$ cat config.mk
export PLATFORM = sky130hd
export DESIGN_NAME = pdd_ctrl
export DESIGN_NICKNAME = d
export VERILOG_FILES = /design/src/sv/pdd_pkg.sv /design/src/sv/pdd_ctrl.sv
export SDC_FILE = /design/constraint.sdc
export NUM_CORES = 1
export LEC_CHECK = 0
export ABC_AREA = 1
export BUFFER_PORTS_ARGS = -buffer_cell sky130_fd_sc_hd__clkbuf_2
export CAP_MARGIN = 5
export CORE_AREA = 2 2 39 41
export CTS_CLUSTER_SIZE = 24
export DETAILED_ROUTE_END_ITERATION = 8
export DIE_AREA = 0 0 41 43
export GPL_TIMING_DRIVEN = 0
export PLACE_DENSITY_LB_ADDON = 0.25
export SLEW_MARGIN = 5
export SYNTH_ARGS = -nofsm -noshare
export SYNTH_HDL_FRONTEND = slang
export SYNTH_SLANG_ARGS = --single-unit
$ cat constraint.sdc
create_clock -name clock -period 2.1 [get_ports clock]
set_input_delay 0.315 -clock clock [delete_from_list [all_inputs] [get_ports clock]]
set_output_delay 0.315 -clock clock [all_outputs]
set_load 0.05 [all_outputs]
$ cat src/sv/pdd_pkg.sv
// Shared types, constants and fixed-point helpers for the deadband PID block.
// No dependencies; used by every module of the block.
package pdd_pkg;

   localparam int unsigned PROD_W = 67;

   localparam logic signed [32:0] DECAY_Q16 = 33'sd64225;
   localparam logic [16:0]        ONE_Q16   = 17'd65536;

   localparam logic [2:0] REG_KP        = 3'd0;
   localparam logic [2:0] REG_KI        = 3'd1;
   localparam logic [2:0] REG_KD        = 3'd2;
   localparam logic [2:0] REG_OUT_LIM   = 3'd3;
   localparam logic [2:0] REG_INT_LIM   = 3'd4;
   localparam logic [2:0] REG_DEAD_ZONE = 3'd5;
   localparam logic [2:0] REG_SEP_LIM   = 3'd6;
   localparam logic [2:0] REG_ALPHA     = 3'd7;

   typedef struct packed {
      logic signed [31:0] kp;
      logic signed [31:0] ki;
      logic signed [31:0] kd;
      logic [30:0]        out_limit;
      logic [30:0]        integral_limit;
      logic [30:0]        dead_zone;
      logic [30:0]        separation_limit;
      logic [16:0]        deriv_alpha;
   } cfg_type;

   typedef enum logic [4:0] {
      OP_NONE, OP_CLEAR, OP_ERR,
      OP_P_MUL, OP_P_INT, OP_P_DEC, OP_D_INT, OP_D_DEC, OP_DN,
      OP_BA, OP_BB, OP_BS, OP_SUM,
      OP_I_MP, OP_I_MI, OP_I_BA, OP_I_BB, OP_I_BS, OP_I_MD, OP_I_DD, OP_I_SUM
   } op_type;

   typedef struct packed {
      op_type op;
      logic   load_rsp;
   } cmd_type;

   typedef struct packed {
      logic sep_hit;
   } status_type;

   typedef enum logic [4:0] {
      ST_IDLE,
      ST_PMUL, ST_PINT, ST_PDER, ST_PDN, ST_PBA, ST_PBB, ST_PBS, ST_PSUM,
      ST_IMP, ST_IMI, ST_IBA, ST_IBB, ST_IBS, ST_IMD, ST_IDD, ST_ISUM,
      ST_WB
   } state_type;

   function automatic logic signed [31:0] sat32(input logic signed [33:0] v);
      logic signed [31:0] r;
      if (v > 34'sh0_7FFF_FFFF) begin
         r = 32'sh7FFF_FFFF;
      end else if (v < -34'sh0_8000_0000) begin
         r = 32'sh8000_0000;
      end else begin
         r = v[31:0];
      end
      return r;
   endfunction

   // Shift a wide product right toward zero and saturate to 32 bits
   function automatic logic signed [31:0] settle(input logic signed [PROD_W-1:0] v,
                                                 input logic [4:0] sh);
      logic [PROD_W-1:0]  mag;
      logic [PROD_W-1:0]  shifted;
      logic signed [31:0] r;
      mag     = v[PROD_W-1] ? PROD_W'(-v) : PROD_W'(v);
      shifted = mag >> sh;
      if (!v[PROD_W-1]) begin
         r = (|shifted[PROD_W-1:31]) ? 32'sh7FFF_FFFF : shifted[31:0];
      end else if (shifted > PROD_W'(33'h0_8000_0000)) begin
         r = 32'sh8000_0000;
      end else begin
         r = -shifted[31:0];
      end
      return r;
   endfunction

   function automatic logic signed [31:0] clampsym(input logic signed [31:0] v,
                                                   input logic [30:0] lim);
      logic signed [32:0] lim33;
      logic signed [32:0] v33;
      logic signed [31:0] r;
      lim33 = {2'b00, lim};
      v33   = {v[31], v};
      if (v33 > lim33) begin
         r = {1'b0, lim};
      end else if (v33 < -lim33) begin
         r = -{1'b0, lim};
      end else begin
         r = v;
      end
      return r;
   endfunction

endpackage

$ cat src/sv/pdd_ctrl.sv
// Sequencer of the deadband PID block: handshakes and the per-step op sequence.
// Depends on pdd_pkg for states, ops and the command and status bundles.
module pdd_ctrl #(
   parameter int MODE = 0
) (
   input  logic                 clock,
   input  logic                 reset,
   input  logic                 req_tvalid,
   input  logic                 req_cmd,
   output logic                 req_tready,
   output logic                 rsp_tvalid,
   input  logic                 rsp_tready,
   input  pdd_pkg::status_type  status,
   output pdd_pkg::cmd_type     cmd
);

   localparam logic INCR = (MODE != 0);

   pdd_pkg::state_type state_ff, state_in;
   logic               rsp_valid_ff, rsp_valid_in;

   always_ff @(posedge clock) begin
      if (reset) begin
         state_ff     <= pdd_pkg::ST_IDLE;
         rsp_valid_ff <= 1'b0;
      end else begin
         state_ff     <= state_in;
         rsp_valid_ff <= rsp_valid_in;
      end
   end

   always_comb begin
      state_in     = state_ff;
      cmd.op       = pdd_pkg::OP_NONE;
      cmd.load_rsp = 1'b0;
      req_tready   = 1'b0;
      rsp_valid_in = rsp_valid_ff && !rsp_tready;
      case (state_ff)
         pdd_pkg::ST_IDLE: begin
            req_tready = 1'b1;
            if (req_tvalid) begin
               if (req_cmd) begin
                  cmd.op   = pdd_pkg::OP_CLEAR;
                  state_in = pdd_pkg::ST_WB;
               end else begin
                  cmd.op   = pdd_pkg::OP_ERR;
                  state_in = INCR ? pdd_pkg::ST_IMP : pdd_pkg::ST_PMUL;
               end
            end
         end
         pdd_pkg::ST_PMUL: begin
            cmd.op   = pdd_pkg::OP_P_MUL;
            state_in = pdd_pkg::ST_PINT;
         end
         pdd_pkg::ST_PINT: begin
            // decay instead of integrating when the error is too large
            cmd.op   = status.sep_hit ? pdd_pkg::OP_P_DEC : pdd_pkg::OP_P_INT;
            state_in = pdd_pkg::ST_PDER;
         end
         pdd_pkg::ST_PDER: begin
            cmd.op   = status.sep_hit ? pdd_pkg::OP_D_DEC : pdd_pkg::OP_D_INT;
            state_in = pdd_pkg::ST_PDN;
         end
         pdd_pkg::ST_PDN: begin
            cmd.op   = pdd_pkg::OP_DN;
            state_in = pdd_pkg::ST_PBA;
         end
         pdd_pkg::ST_PBA: begin
            cmd.op   = pdd_pkg::OP_BA;
            state_in = pdd_pkg::ST_PBB;
         end
         pdd_pkg::ST_PBB: begin
            cmd.op   = pdd_pkg::OP_BB;
            state_in = pdd_pkg::ST_PBS;
         end
         pdd_pkg::ST_PBS: begin
            cmd.op   = pdd_pkg::OP_BS;
            state_in = pdd_pkg::ST_PSUM;
         end
         pdd_pkg::ST_PSUM: begin
            cmd.op   = pdd_pkg::OP_SUM;
            state_in = pdd_pkg::ST_WB;
         end
         pdd_pkg::ST_IMP: begin
            cmd.op   = pdd_pkg::OP_I_MP;
            state_in = pdd_pkg::ST_IMI;
         end
         pdd_pkg::ST_IMI: begin
            cmd.op   = pdd_pkg::OP_I_MI;
            state_in = pdd_pkg::ST_IBA;
         end
         pdd_pkg::ST_IBA: begin
            cmd.op   = pdd_pkg::OP_I_BA;
            state_in = pdd_pkg::ST_IBB;
         end
         pdd_pkg::ST_IBB: begin
            cmd.op   = pdd_pkg::OP_I_BB;
            state_in = pdd_pkg::ST_IBS;
         end
         pdd_pkg::ST_IBS: begin
            cmd.op   = pdd_pkg::OP_I_BS;
            state_in = pdd_pkg::ST_IMD;
         end
         pdd_pkg::ST_IMD: begin
            cmd.op   = pdd_pkg::OP_I_MD;
            state_in = pdd_pkg::ST_IDD;
         end
         pdd_pkg::ST_IDD: begin
            cmd.op   = pdd_pkg::OP_I_DD;
            state_in = pdd_pkg::ST_ISUM;
         end
         pdd_pkg::ST_ISUM: begin
            cmd.op   = pdd_pkg::OP_I_SUM;
            state_in = pdd_pkg::ST_WB;
         end
         pdd_pkg::ST_WB: begin
            // hold until the output register is free or drains this cycle
            if (!rsp_valid_ff || rsp_tready) begin
               cmd.load_rsp = 1'b1;
               rsp_valid_in = 1'b1;
               state_in     = pdd_pkg::ST_IDLE;
            end
         end
         default: begin
            state_in = pdd_pkg::ST_IDLE;
         end
      endcase
   end

   assign rsp_tvalid = rsp_valid_ff;

endmodule

==> flow_summary.ini <==
[status]
run_status = completed

[routing]
drt_iter0_markers = 12
wl_per_cell_um = 10.32
num_vias = 567
dr.pass1.iters = 4
route.detailed.drc = 0
detail_route.vias_per_cell = 4.930
count_of_nets_left_with_antenna_violations_after_detail_routing = 0
wl_mm = 1.187

[cts]
postCtsResizedCells = 0
cts.sinks = 6
number_of_setup_buffers_added_after_cts = 0
h_tree_depth = 1
max-clock-path-buffers = 2
cts_buffer_count = 3
clkLatencyLatePin_ns = 0.24
clkSlewWorstSetupHoldPaths_ns = 0.05
tritoncts = yes
cts.root.buffer_cell = sky130_fd_sc_hd__clkbuf_4
cts_hold_buf = 0

[sta]
min_period_over_period_pct = 91.37
maxClockFrequency_mhz = 521.2
maxSlewViolCount = 0
timing.clock.skew_ns = 0.0004120
maxSlewHeadroom_pct = 78.65
timing_hold_violations_final = 0
final.min_clock_period_ns = 1.919
whs_ns = 0.3112
rsz0062_at_grt = no
worst_slew_pin_slew_ns = 0.3162
sum_of_negative_setup_slack_ns = 0
finalSetupViolations = 0

[floorplanning]
core_sq_um = 1384
std_cell_rows = 14
die_width_um = 41
die-area_sq_um = 1763
initial_core_util_pct = 35.80
io_pins = 14
floorplan.die.height_um = 43

[yosys]
synthesis.yosys.warnings = 0
syn_area_per_cell_sq_um = 5.970
synth.ff_latch_count = 6
share_of_the_synthesized_area_in_compound_gates_ao_oa_aoi_oai_pct = 14.39
synthXorXnorAreaFrac_pct = 0
yosys.cell_types.count = 17
synthCells = 83
synth-simple-area-share_pct = 50.76
syn-cell-area_sq_um = 495.5
synth-seq-area-share_pct = 24.24
muxShareOfSynthArea_pct = 0
syn-num-nets = 89
synth_top_family_by_area = simple AND/OR/NAND/NOR gates
post_synth_fa_ha_maj_area_fraction_pct = 0

[placement]
globalplace.congestion = 0.8668
place.detailed.instances = 112
dp_hpwl_um = 905.5
port_buffers = 13

[grt]
grt.total_usage_pct = 16.00
grt_antenna_before_repair = 0
gr-total-overflow = 0
grt_pass1_vias = 478
grt_start_max_net_pins = 10
grt_pass1_wl_mm = 1.897

[power_and_ir_drop]
power_per_cell_area_nw_per_um2 = 1179
share_clk_of_total_power_pct = 15.1
total_internal_power_mw = 0.3083
peak_ir_drop_on_the_vdd_network_mv = 0.5585
switchingPower_mw = 0.4072
logic_pwr_share_pct = 60.4
netSwitchingFraction_pct = 56.91
power.static_leakage_nw = 0.3133
share_seq_of_total_power_pct = 24.5

[hold_path]
min-delay-path-class = in -> reg
min_to = state_ff[0]
cell_depth_of_the_worst_hold_path = 2
hold_path_startpoint = reset

[layout]
syn2layout_area_growth_pct = 22.47
finalNetCount = 107
post_route_cells_drive_above_1_share_pct = 34.34
finalNonFillerCells = 115
antennaDiodeCount = 0
fill_cells = 150

[critical_path]
timing.critical_path.from_type = flop
regToRegSetupSlack_ns = 0.82
r2r_end = state_ff[3]
crit_fanout = 6
required_ns = 1.78
r2r-start = state_ff[4]
critPathArrivalTime_ns = 1.60
worstSetupEndpointType = output pin
critical_path_class = reg -> out
rr_worst_depth = 6

[run]
maxCapViolations = 0
[layout by cell type (no fill, tap or decap)]
cell type                    n
sky130_fd_sc_hd__inv_2       6
sky130_fd_sc_hd__o2111ai_1   2
sky130_fd_sc_hd__clkbuf_2   13
sky130_fd_sc_hd__nand2_1    19
sky130_fd_sc_hd__nand4_1     3
sky130_fd_sc_hd__nor2_1      8
sky130_fd_sc_hd__and2_1      1
sky130_fd_sc_hd__inv_1       7
sky130_fd_sc_hd__o21ai_1     1
sky130_fd_sc_hd__o21ai_2     1
sky130_fd_sc_hd__nand3_2     3
sky130_fd_sc_hd__dfxtp_1     6
sky130_fd_sc_hd__o311ai_0    1
sky130_fd_sc_hd__nor2_2      8
sky130_fd_sc_hd__o21ai_0     2
sky130_fd_sc_hd__nor3_1      1
sky130_fd_sc_hd__clkinv_1    1
sky130_fd_sc_hd__clkbuf_4    3
sky130_fd_sc_hd__a21oi_1     5
sky130_fd_sc_hd__nand3_1     8
[cells in the mapped netlist]
cell                        instances  share of area, %
sky130_fd_sc_hd__o311ai_0           1               1.8
sky130_fd_sc_hd__a21oi_1            5               5.0
sky130_fd_sc_hd__inv_2              6               4.5
sky130_fd_sc_hd__o21ai_0            2               2.0
sky130_fd_sc_hd__nand2_1           19                14
sky130_fd_sc_hd__inv_1              7               5.3
sky130_fd_sc_hd__nor2_2             8                10
sky130_fd_sc_hd__clkinv_1           1              0.76
sky130_fd_sc_hd__nor2_1             8               6.1
sky130_fd_sc_hd__nand4_1            3               3.8
sky130_fd_sc_hd__dfxtp_1            6                24
sky130_fd_sc_hd__o2111ai_1          2               3.5
sky130_fd_sc_hd__nor3_1             1               1.0
sky130_fd_sc_hd__nand3_2            3               6.1
sky130_fd_sc_hd__nand3_1            8               8.1
sky130_fd_sc_hd__o21ai_1            2               2.0
sky130_fd_sc_hd__and2_1             1               1.3
[worst max path at each step]
stage | from | end | cells past startpoint
after floorplan | state_ff[4] | cmd[3] | 3
after global placement | state_ff[1] | cmd[1] | 7
after detailed placement | state_ff[1] | cmd[3] | 7
after CTS | state_ff[1] | cmd[3] | 7
after global routing | state_ff[1] | cmd[3] | 7
final | state_ff[1] | cmd[3] | 7
[power groups by stage]
stage / Sequential [mW] / Combinational, mW / Clock (mW)
2_1_floorplan: 0.171 / 0.351 / 0
3_3_place_gp: 0.178 / 0.431 / 0
3_5_place_dp: 0.177 / 0.432 / 0
4_1_cts: 0.175 / 0.434 / 0.112
5_1_grt: 0.180 / 0.473 / 0.119
6_report: 0.176 / 0.432 / 0.108
[layer usage]
layer,vias up,part of all wire (%),track usage [%]
met4,0,1.0,12.67
met3,2,6.0,1.571
met2,21,43,20.31
met1,238,50,23.30
met5,-,0,0
li1,306,-,-
[worst max-delay path, stage by stage (launching register included)]
cell and delay (ns):
sky130_fd_sc_hd__dfxtp_1 0.47, sky130_fd_sc_hd__inv_2 0.09, sky130_fd_sc_hd__nor2_1 0.10, sky130_fd_sc_hd__inv_1 0.06, sky130_fd_sc_hd__nor3_1 0.20, sky130_fd_sc_hd__nor2_1 0.06
sky130_fd_sc_hd__o21ai_0 0.08, sky130_fd_sc_hd__clkbuf_2 0.30
[sequential cells by signal, indices dropped and copies added (netlist names)]
name,flops
state_ff,5
rsp_tvalid,1
[kinds of logic (layout without fill, tap and decap cells)]
family,count (synthesis),in the layout
AND/OR/NAND/NOR,51,51
buffers and inverters,14,30
AO/OA/AOI/OAI,12,12
flip-flops,6,6
[cell type report]
class                      count  area, sq um  share of cell area, %
inverter                      14        52.55                  8.660
tap                           16        20.02                  3.299
timing repair buffer          13        65.06                  10.72
clock buffer                   3        22.52                  3.711
sequential                     6        120.1                  19.79
multi-input combinational     63        326.6                  53.81
[through the flow]
stage	instance area [sq um]	setup WS (ns)	utilization, %	power, mW
after floorplan	499.2	0.05177	-	0.5221
after global placement	584.3	0.4559	42.22	0.6086
after detailed placement	584.3	0.4418	42.22	0.6082
after CTS	606.8	0.1715	43.85	0.7207
after global routing	606.8	0.04303	43.85	0.7722
final	606.8	0.1812	43.85	0.7156
Power figures use the tool's default switching activity.
