`src/sv/pdd_pkg.sv`:
```
// Shared types, constants and fixed-point helpers for the deadband PID block.
// No dependencies; used by every module of the block.
package pdd_pkg;

   localparam int unsigned PROD_W = 67;

   localparam logic signed [32:0] DECAY_Q16 = 33'sd64225;
   localparam logic [16:0]        ONE_Q16   = 17'd65536;

   localparam logic [2:0] REG_KP        = 3'd0;
   localparam logic [2:0] REG_KI        = 3'd1;
   localparam logic [2:0] REG_KD        = 3'd2;
   localparam logic [2:0] REG_OUT_LIM   = 3'd3;
   localparam logic [2:0] REG_INT_LIM   = 3'd4;
   localparam logic [2:0] REG_DEAD_ZONE = 3'd5;
   localparam logic [2:0] REG_SEP_LIM   = 3'd6;
   localparam logic [2:0] REG_ALPHA     = 3'd7;

   typedef struct packed {
      logic signed [31:0] kp;
      logic signed [31:0] ki;
      logic signed [31:0] kd;
      logic [30:0]        out_limit;
      logic [30:0]        integral_limit;
      logic [30:0]        dead_zone;
      logic [30:0]        separation_limit;
      logic [16:0]        deriv_alpha;
   } cfg_type;

   typedef enum logic [4:0] {
      OP_NONE, OP_CLEAR, OP_ERR,
      OP_P_MUL, OP_P_INT, OP_P_DEC, OP_D_INT, OP_D_DEC, OP_DN,
      OP_BA, OP_BB, OP_BS, OP_SUM,
      OP_I_MP, OP_I_MI, OP_I_BA, OP_I_BB, OP_I_BS, OP_I_MD, OP_I_DD, OP_I_SUM
   } op_type;

   typedef struct packed {
      op_type op;
      logic   load_rsp;
   } cmd_type;

   typedef struct packed {
      logic sep_hit;
   } status_type;

   typedef enum logic [4:0] {
      ST_IDLE,
      ST_PMUL, ST_PINT, ST_PDER, ST_PDN, ST_PBA, ST_PBB, ST_PBS, ST_PSUM,
      ST_IMP, ST_IMI, ST_IBA, ST_IBB, ST_IBS, ST_IMD, ST_IDD, ST_ISUM,
      ST_WB
   } state_type;

   function automatic logic signed [31:0] sat32(input logic signed [33:0] v);
      logic signed [31:0] r;
      if (v > 34'sh0_7FFF_FFFF) begin
         r = 32'sh7FFF_FFFF;
      end else if (v < -34'sh0_8000_0000) begin
         r = 32'sh8000_0000;
      end else begin
         r = v[31:0];
      end
      return r;
   endfunction

   // Shift a wide product right toward zero and saturate to 32 bits
   function automatic logic signed [31:0] settle(input logic signed [PROD_W-1:0] v,
                                                 input logic [4:0] sh);
      logic [PROD_W-1:0]  mag;
      logic [PROD_W-1:0]  shifted;
      logic signed [31:0] r;
      mag     = v[PROD_W-1] ? PROD_W'(-v) : PROD_W'(v);
      shifted = mag >> sh;
      if (!v[PROD_W-1]) begin
         r = (|shifted[PROD_W-1:31]) ? 32'sh7FFF_FFFF : shifted[31:0];
      end else if (shifted > PROD_W'(33'h0_8000_0000)) begin
         r = 32'sh8000_0000;
      end else begin
         r = -shifted[31:0];
      end
      return r;
   endfunction

   function automatic logic signed [31:0] clampsym(input logic signed [31:0] v,
                                                   input logic [30:0] lim);
      logic signed [32:0] lim33;
      logic signed [32:0] v33;
      logic signed [31:0] r;
      lim33 = {2'b00, lim};
      v33   = {v[31], v};
      if (v33 > lim33) begin
         r = {1'b0, lim};
      end else if (v33 < -lim33) begin
         r = -{1'b0, lim};
      end else begin
         r = v;
      end
      return r;
   endfunction

endpackage

```
`src/sv/pdd_csr.sv`:
```
// Configuration register bank for the deadband PID block.
// Depends on pdd_pkg for the register indexes and the cfg_type bundle.
module pdd_csr (
   input  logic             clock,
   input  logic             reset,
   input  logic             csr_we,
   input  logic [2:0]       csr_addr,
   input  logic [31:0]      csr_wdata,
   output pdd_pkg::cfg_type cfg
);

   pdd_pkg::cfg_type cfg_ff;

   always_ff @(posedge clock) begin
      if (reset) begin
         cfg_ff.kp               <= '0;
         cfg_ff.ki               <= '0;
         cfg_ff.kd               <= '0;
         cfg_ff.out_limit        <= 31'h7FFF_FFFF;
         cfg_ff.integral_limit   <= 31'h7FFF_FFFF;
         cfg_ff.dead_zone        <= '0;
         cfg_ff.separation_limit <= '0;
         cfg_ff.deriv_alpha      <= pdd_pkg::ONE_Q16;
      end else if (csr_we) begin
         case (csr_addr)
            pdd_pkg::REG_KP:        cfg_ff.kp               <= csr_wdata;
            pdd_pkg::REG_KI:        cfg_ff.ki               <= csr_wdata;
            pdd_pkg::REG_KD:        cfg_ff.kd               <= csr_wdata;
            pdd_pkg::REG_OUT_LIM:   cfg_ff.out_limit        <= csr_wdata[30:0];
            pdd_pkg::REG_INT_LIM:   cfg_ff.integral_limit   <= csr_wdata[30:0];
            pdd_pkg::REG_DEAD_ZONE: cfg_ff.dead_zone        <= csr_wdata[30:0];
            pdd_pkg::REG_SEP_LIM:   cfg_ff.separation_limit <= csr_wdata[30:0];
            pdd_pkg::REG_ALPHA:     cfg_ff.deriv_alpha      <= csr_wdata[16:0];
            default: ;
         endcase
      end
   end

   assign cfg = cfg_ff;

endmodule

```
`config.mk`:
```
export PLATFORM = sky130hd
export DESIGN_NAME = pdd_csr
export DESIGN_NICKNAME = d
export VERILOG_FILES = /design/src/sv/pdd_pkg.sv /design/src/sv/pdd_csr.sv
export SDC_FILE = /design/constraint.sdc
export NUM_CORES = 1
export LEC_CHECK = 0
export BUFFER_PORTS_ARGS = -buffer_cell sky130_fd_sc_hd__buf_2
export CAP_MARGIN = 5
export CORE_ASPECT_RATIO = 1.5
export CORE_MARGIN = 1.5
export CORE_UTILIZATION = 45
export DETAILED_ROUTE_END_ITERATION = 10
export GPL_TIMING_DRIVEN = 0
export PLACE_DENSITY = 0.74
export SYNTH_ARGS = -nofsm -noshare
export SYNTH_HDL_FRONTEND = slang
export SYNTH_SLANG_ARGS = --single-unit
export TNS_END_PERCENT = 1
```
`constraint.sdc`:
```
create_clock -name clock -period 1.2 [get_ports clock]
set_input_delay 0.18 -clock clock [delete_from_list [all_inputs] [get_ports clock]]
set_output_delay 0.18 -clock clock [all_outputs]
set_load 0.05 [all_outputs]
```
==> reports/metrics.yaml, run 1 <==
clock.fmax_mhz: 824
dp.final_hpwl_um: 19800
die_w_um: 120
relSlewSlack: 0.585
rows: 63
clock_path_buffers: 3
core-area_mm2: 0.0199
cp-start-kind: "register"
crit_type: "register to output port"
reg2reg_depth: 2
drtIter0Drc: 440
wl_per_cell_um: 21.5
grt_usage: 0.277
synth_common_cells: "dfxtp_1 (237), mux2i_1 (237), nand2b_1 (206)"
clk_latency_ps: 510
synth_enable_flop_cells: 0
critPathTopFamily: "flip-flops"
avgSynthCellArea_um2: 10.8
synth_cell_types: 16
grt.overflow.total: 0
netlist_area_mm2: 0.00917
die_h_um: 178
worst_pin_slew_ps: 622
powerDensity_mw_per_mm2: 1220
cts_buffers: 22
power.static_leakage_uw: 0.00663
fin_skew_ps: 0
antenna_found_initial: 2
grt_pass1_vias: 7997
clkPwrFrac: 0.402
synth_top_cell_area_share: 0.517
num_vias: 7490
cts_tree: "done"
io_buffers: 269
timing.reg2reg.setup_slack_ps: 400
wl_um: 31200
die_area_mm2: 0.0213
place_area_mm2: 0.0109
maxCapViolCount: 0
synthArstFlopShare: 0
place_inst: 1378
ir_worst_vdd_mv: 1.05
worst-path-max-fanout: 2
largest_reg_flops: 237
synthCells: 849
r2r-start: "cfg[42]$_SDFFE_PP0P_"
p_sw_frac: 0.263
fin_cells: 1449
ys_warn_count: 0
drcViolationCount: 0
path_clk_slew_ps: 70
cpPeakStageDelay_ps: 370
cp-end-kind: "output port"
io_pins: 275
synth-seq-cells: 237
hold_viol: 0
initial_core_util: 0.462
worstPathCellList: "buf_8"
p_sw_uw: 4570
hp-class: "input port to register"
cp_slowest_cell: "dfxtp_2"
grt_max_degree: 16
place_congestion: 0.798
holdPathEnd: "cfg[124]$_SDFFE_PP1P_"
fin_util: 0.719
worstHoldStart: "csr_wdata[14]"
power_frac_seq: 0.473
min_period_over_period: 1.01
antenna_left: 0
synth.yosys.seq_area_share: 0.517
drive_gt1_frac: 0.488
min_path_cells: 3
synthFlopType: "dfxtp_1"
clkSinkCount: 237
tns_ps: -61.5
drtPass1Iterations: 6
r2r_end: "cfg[42]$_SDFFE_PP0P_"
area_growth_pct: 55.7
grt_pass1_wl_um: 45500
layout_setup_ws_ps: -13.2
vias_per_cell: 5.17
status: "finished with violations"
required_ps: 1020
cp.arrival_ps: 1030
place_ws_ps: -536
finalSetupViolCount: 12
final_max_slew_viol_count: 0
nets: 1209
syn_nets: 887
ys_top_cells_by_area: "dfxtp_1 (52%), mux2i_1 (26%), nand2b_1 (14%)"
internal-power_uw: 12800
violations: "negative setup slack"
min_period_ps: 1210
root_buffer: "clkbuf_16"
synth_top_area_cell: "dfxtp_1"
htree_num_levels: 1
rsz0062_at_grt: "true"
fin_area_mm2: 0.0143
critPathBufInv: 1
post_cts_buffers: 0
p_comb_frac: 0.125
[worst max-delay path by stage]
stage	from	end	slack [ps]	cells past startpoint
finish	cfg[1]$_SDFFE_PP0P_	cfg[1]	-10	1
global route	reset	cfg[82]$_SDFFE_PP1P_	-80	5
CTS	cfg[198]$_SDFFE_PP0P_	cfg[198]	-20	1
detailed placement	reset	cfg[130]$_SDFFE_PP1P_	-540	5
global placement	reset	cfg[130]$_SDFFE_PP1P_	-500	5
floorplan	csr_addr[1]	cfg[230]$_SDFFE_PP0P_	-130	5
[metal layers]
metal / wire [um] / track usage / vias to the layer above / share of wire
met3: 1830 / 0.0713 / 88 / 0.059
met1: 11000 / 0.279 / 3646 / 0.35
met5: 0 / 0 / - / 0
met4: 1420 / 0.140 / 0 / 0.045
li1: - / - / 3438 / -
met2: 17000 / 0.523 / 318 / 0.54
[placed cells by master (no fill, tap or decap), types with 4 or more instances in the layout]
master	synthesis	routed
buf_2	26	57
buf_6	2	71
buf_8	0	169
clkbuf_1	34	30
clkbuf_16	0	23
clkbuf_2	0	4
clkinv_2	0	7
dfxtp_2	0	234
dlygate4sd3_1	0	29
mux2i_1	237	237
nand2b_1	206	206
nor2_1	94	94
[cells by family after synthesis]
kind of cell | Yosys count | synth area share
flops | 237 | 0.517
simple gates | 310 | 0.190
buf+inv | 65 | 0.0344
mux | 237 | 0.259
[timing repair]
action / CTS / global route
resized for setup: 757 / 134
endpoints found under the hold margin: 50 / 0
endpoints found under the setup margin: 238 / 243
gates cloned: 0 / 0
hold buffers: 29 / 0
[final cells by class]
type,count,area [um2]
diodes,3,7.51
clock buffers,28,624
plain buffers,65,330
fillers,1300,5580
repair buffers,298,3750
clock inverters,11,87.6
well taps,260,325
flip-flops and latches,237,5050
multi-input cells,547,4110
[per-stage QoR]
stage	power [uW]	hold slack (ps)
after floorplan	9550	351
after global routing	17900	19.8
after detailed placement	10100	458
after global placement	10100	455
final	17400	23.3
after CTS	17300	4.31
[power by group through the flow]
| stage | registers (uW) | clock network (uW) | logic (uW) |
|---|---|---|---|
| final | 8230 | 7010 | 2180 |
| after global routing | 8240 | 7390 | 2260 |
| after CTS | 8210 | 7050 | 2080 |
| after detailed placement | 8310 | 0 | 1770 |
| after global placement | 8300 | 0 | 1760 |
| after floorplan | 8910 | 0 | 639 |
Power figures use the tool's default switching activity.
==> inputs of run 2 (changes only) <==
--- a/config.mk
+++ b/config.mk
@@ -7,12 +7,14 @@
 export LEC_CHECK = 0
 export BUFFER_PORTS_ARGS = -buffer_cell sky130_fd_sc_hd__buf_2
 export CAP_MARGIN = 5
+export CELL_PAD_IN_SITES_DETAIL_PLACEMENT = 1
+export CELL_PAD_IN_SITES_GLOBAL_PLACEMENT = 2
 export CORE_ASPECT_RATIO = 1.5
 export CORE_MARGIN = 1.5
-export CORE_UTILIZATION = 45
+export CORE_UTILIZATION = 29
 export DETAILED_ROUTE_END_ITERATION = 10
 export GPL_TIMING_DRIVEN = 0
-export PLACE_DENSITY = 0.74
+export PLACE_DENSITY_LB_ADDON = 0.1
 export SYNTH_ARGS = -nofsm -noshare
 export SYNTH_HDL_FRONTEND = slang
 export SYNTH_SLANG_ARGS = --single-unit
==> run 2 against run 1 <==
Net effect:
- critical path type unchanged
- largest power group unchanged
- via count shrank 3.6%
- combinational power is essentially flat
- clock power grew 9.8%
- utilization shrank 24 points
- the run still ends with negative setup slack left
- sequential share of layout area shrank 1.2 points
- critical path depth is the same
- critical endpoint is now cfg[70]
- first-iteration DRC count shrank 61%
==> reports/metrics.yaml, run 2 (same netlist as run 1, synthesis figures left out) <==
wl_per_cell_um: 20.5  # -5.0%
critPathBufInv: 1  # unchanged
required_ps: 1020  # about the same
finalSetupViolCount: 153  # +141
clk_latency_ps: 520  # about the same
htree_num_levels: 1  # unchanged
final_common_cell: "mux2i_1"
layout_common_cells: "mux2i_1 (237), dfxtp_2 (234), buf_8 (225), nand2b_1 (206), nor2_1 (94)"
crit_type: "register to output port"
clock.fmax_mhz: 814  # -1.3%
die_w_um: 148  # +24%
clock_path_buffers: 3  # unchanged
initial_core_util: 0.296  # -0.166
drive_gt1_frac: 0.485  # -0.00286
min_period_ps: 1230  # +15.8 ps
grt_pass1_wl_um: 50100  # +10%
core-area_mm2: 0.0310  # +56%
clkSinkCount: 237  # unchanged
root_buffer: "clkbuf_16"
grt.overflow.total: 0  # unchanged
die_area_mm2: 0.0327  # +54%
fin_cells: 1598  # +10%
rows: 79  # +25%
antenna_left: 0  # unchanged
cp.arrival_ps: 1050  # +20 ps
finalPower_uw: 18200  # +4.2%
critPathTopFamily: "flip-flops"
ff_latch_area_mm2: 0.00505  # unchanged
cts_buffers: 26  # +18%
drtIter0Drc: 172  # -61%
grt_max_degree: 13  # -3
fillers: 3283  # +150%
hp-class: "input port to register"
grt_usage: 0.200  # -0.0774
multi_input_area_mm2: 0.00411  # unchanged
nets: 1216  # +0.58%
worst_pin_slew_ps: 558  # -63.6 ps
cpPeakStageDelay_ps: 360  # about the same
drcViolationCount: 0  # unchanged
cp_slowest_cell: "dfxtp_2"
worst-path-max-fanout: 2  # unchanged
cp-end-kind: "output port"
cts_tree: "done"
tns_ps: -1280  # -1220 ps
dp.final_hpwl_um: 23600  # +19%
place_congestion: 0.739  # -7.4%
n_antenna_cell: 0  # -3
place_ws_ps: -637  # -101 ps
cp-start-kind: "register"
post_cts_buffers: 0  # unchanged
grt_pass1_vias: 8058  # +0.76%
violations: "negative setup slack"
min_period_over_period: 1.02  # +0.0131
antenna_found_initial: 0  # -2
largest_reg_flops: 237  # unchanged
fin_skew_ps: 0  # unchanged
area_growth_pct: 61.2
layout_setup_ws_ps: -29.0  # -15.8 ps
relSlewSlack: 0.628  # +0.0424
drtPass1Iterations: 4  # -2
powerDensity_mw_per_mm2: 1230  # +0.70%
path_clk_slew_ps: 60  # about the same
vias_per_cell: 4.52  # -13%
worstPathCellList: "buf_8"
whs_ps: 124  # +101 ps
ir_worst_vdd_mv: 0.915  # -13%
rsz0062_at_grt: "true"
power.static_leakage_uw: 0.00676  # +1.9%
place_inst: 1523  # +11%
status: "finished with violations"
final_max_slew_viol_count: 0  # unchanged
hold_viol: 0  # unchanged
num_vias: 7221  # -3.6%
die_h_um: 221  # +24%
wl_um: 32700  # +4.8%
io_pins: 275  # unchanged
maxCapViolCount: 0  # unchanged
io_buffers: 269  # unchanged
run 2: cell type report:
type,instances,share of cell area
Timing Repair Buffer,301,0.270
Clock buffer,40,0.0530
Tap cell,405,0.0343
Buffer,65,0.0224
Multi-Input combinational cell,547,0.278
Sequential cell,237,0.341
Clock inverter,3,0.00102
run 2: routing by layer:
metal  GRT usage  wire length (um)  up-vias
li1            -                 -     3444
met1       0.212             11900     3543
met2       0.383             18100      202
met3      0.0520              2070       32
met4      0.0524               625        0
met5           0                 0        -
run 2: through the flow:
stage	instance area, um2	utilization
floorplan	9180	-
global placement	11000	0.356
detailed placement	11000	0.356
CTS	14700	0.472
global route	14800	0.477
finish	14800	0.477
run 2: where the power goes:
group	total, uW	internal, uW	switching (uW)
Sequential	8240	8070	164
Clock	7700	4450	3260
Combinational	2210	904	1310
run 2: worst paths after layout:
| kind | start | end | slack [ps] | cells past startpoint |
|---|---|---|---|---|
| worst max-delay path | cfg[70]$_SDFFE_PP0P_ | cfg[70] | -30 | 1 |
| worst min-delay path | csr_addr[0] | cfg[78]$_SDFFE_PP0P_ | 120 | 3 |
| worst max register to register | cfg[157]$_SDFFE_PP0P_ | cfg[157]$_SDFFE_PP0P_ | 510 | 2 |
| worst min register to register | cfg[14]$_SDFFE_PP0P_ | cfg[14]$_SDFFE_PP0P_ | 480 | 2 |
run 2: repair_timing:
item                                   in CTS  in global routing
endpoints found under the hold margin      66                  0
setup endpoints to repair                 265                293
gates resized for setup                   906                 41
hold buffers                               32                  0
run 2: tightest hold or removal path, stage by stage:
cell,delay (ps)
buf_6,110
nand4b_1,220
mux2i_1,100
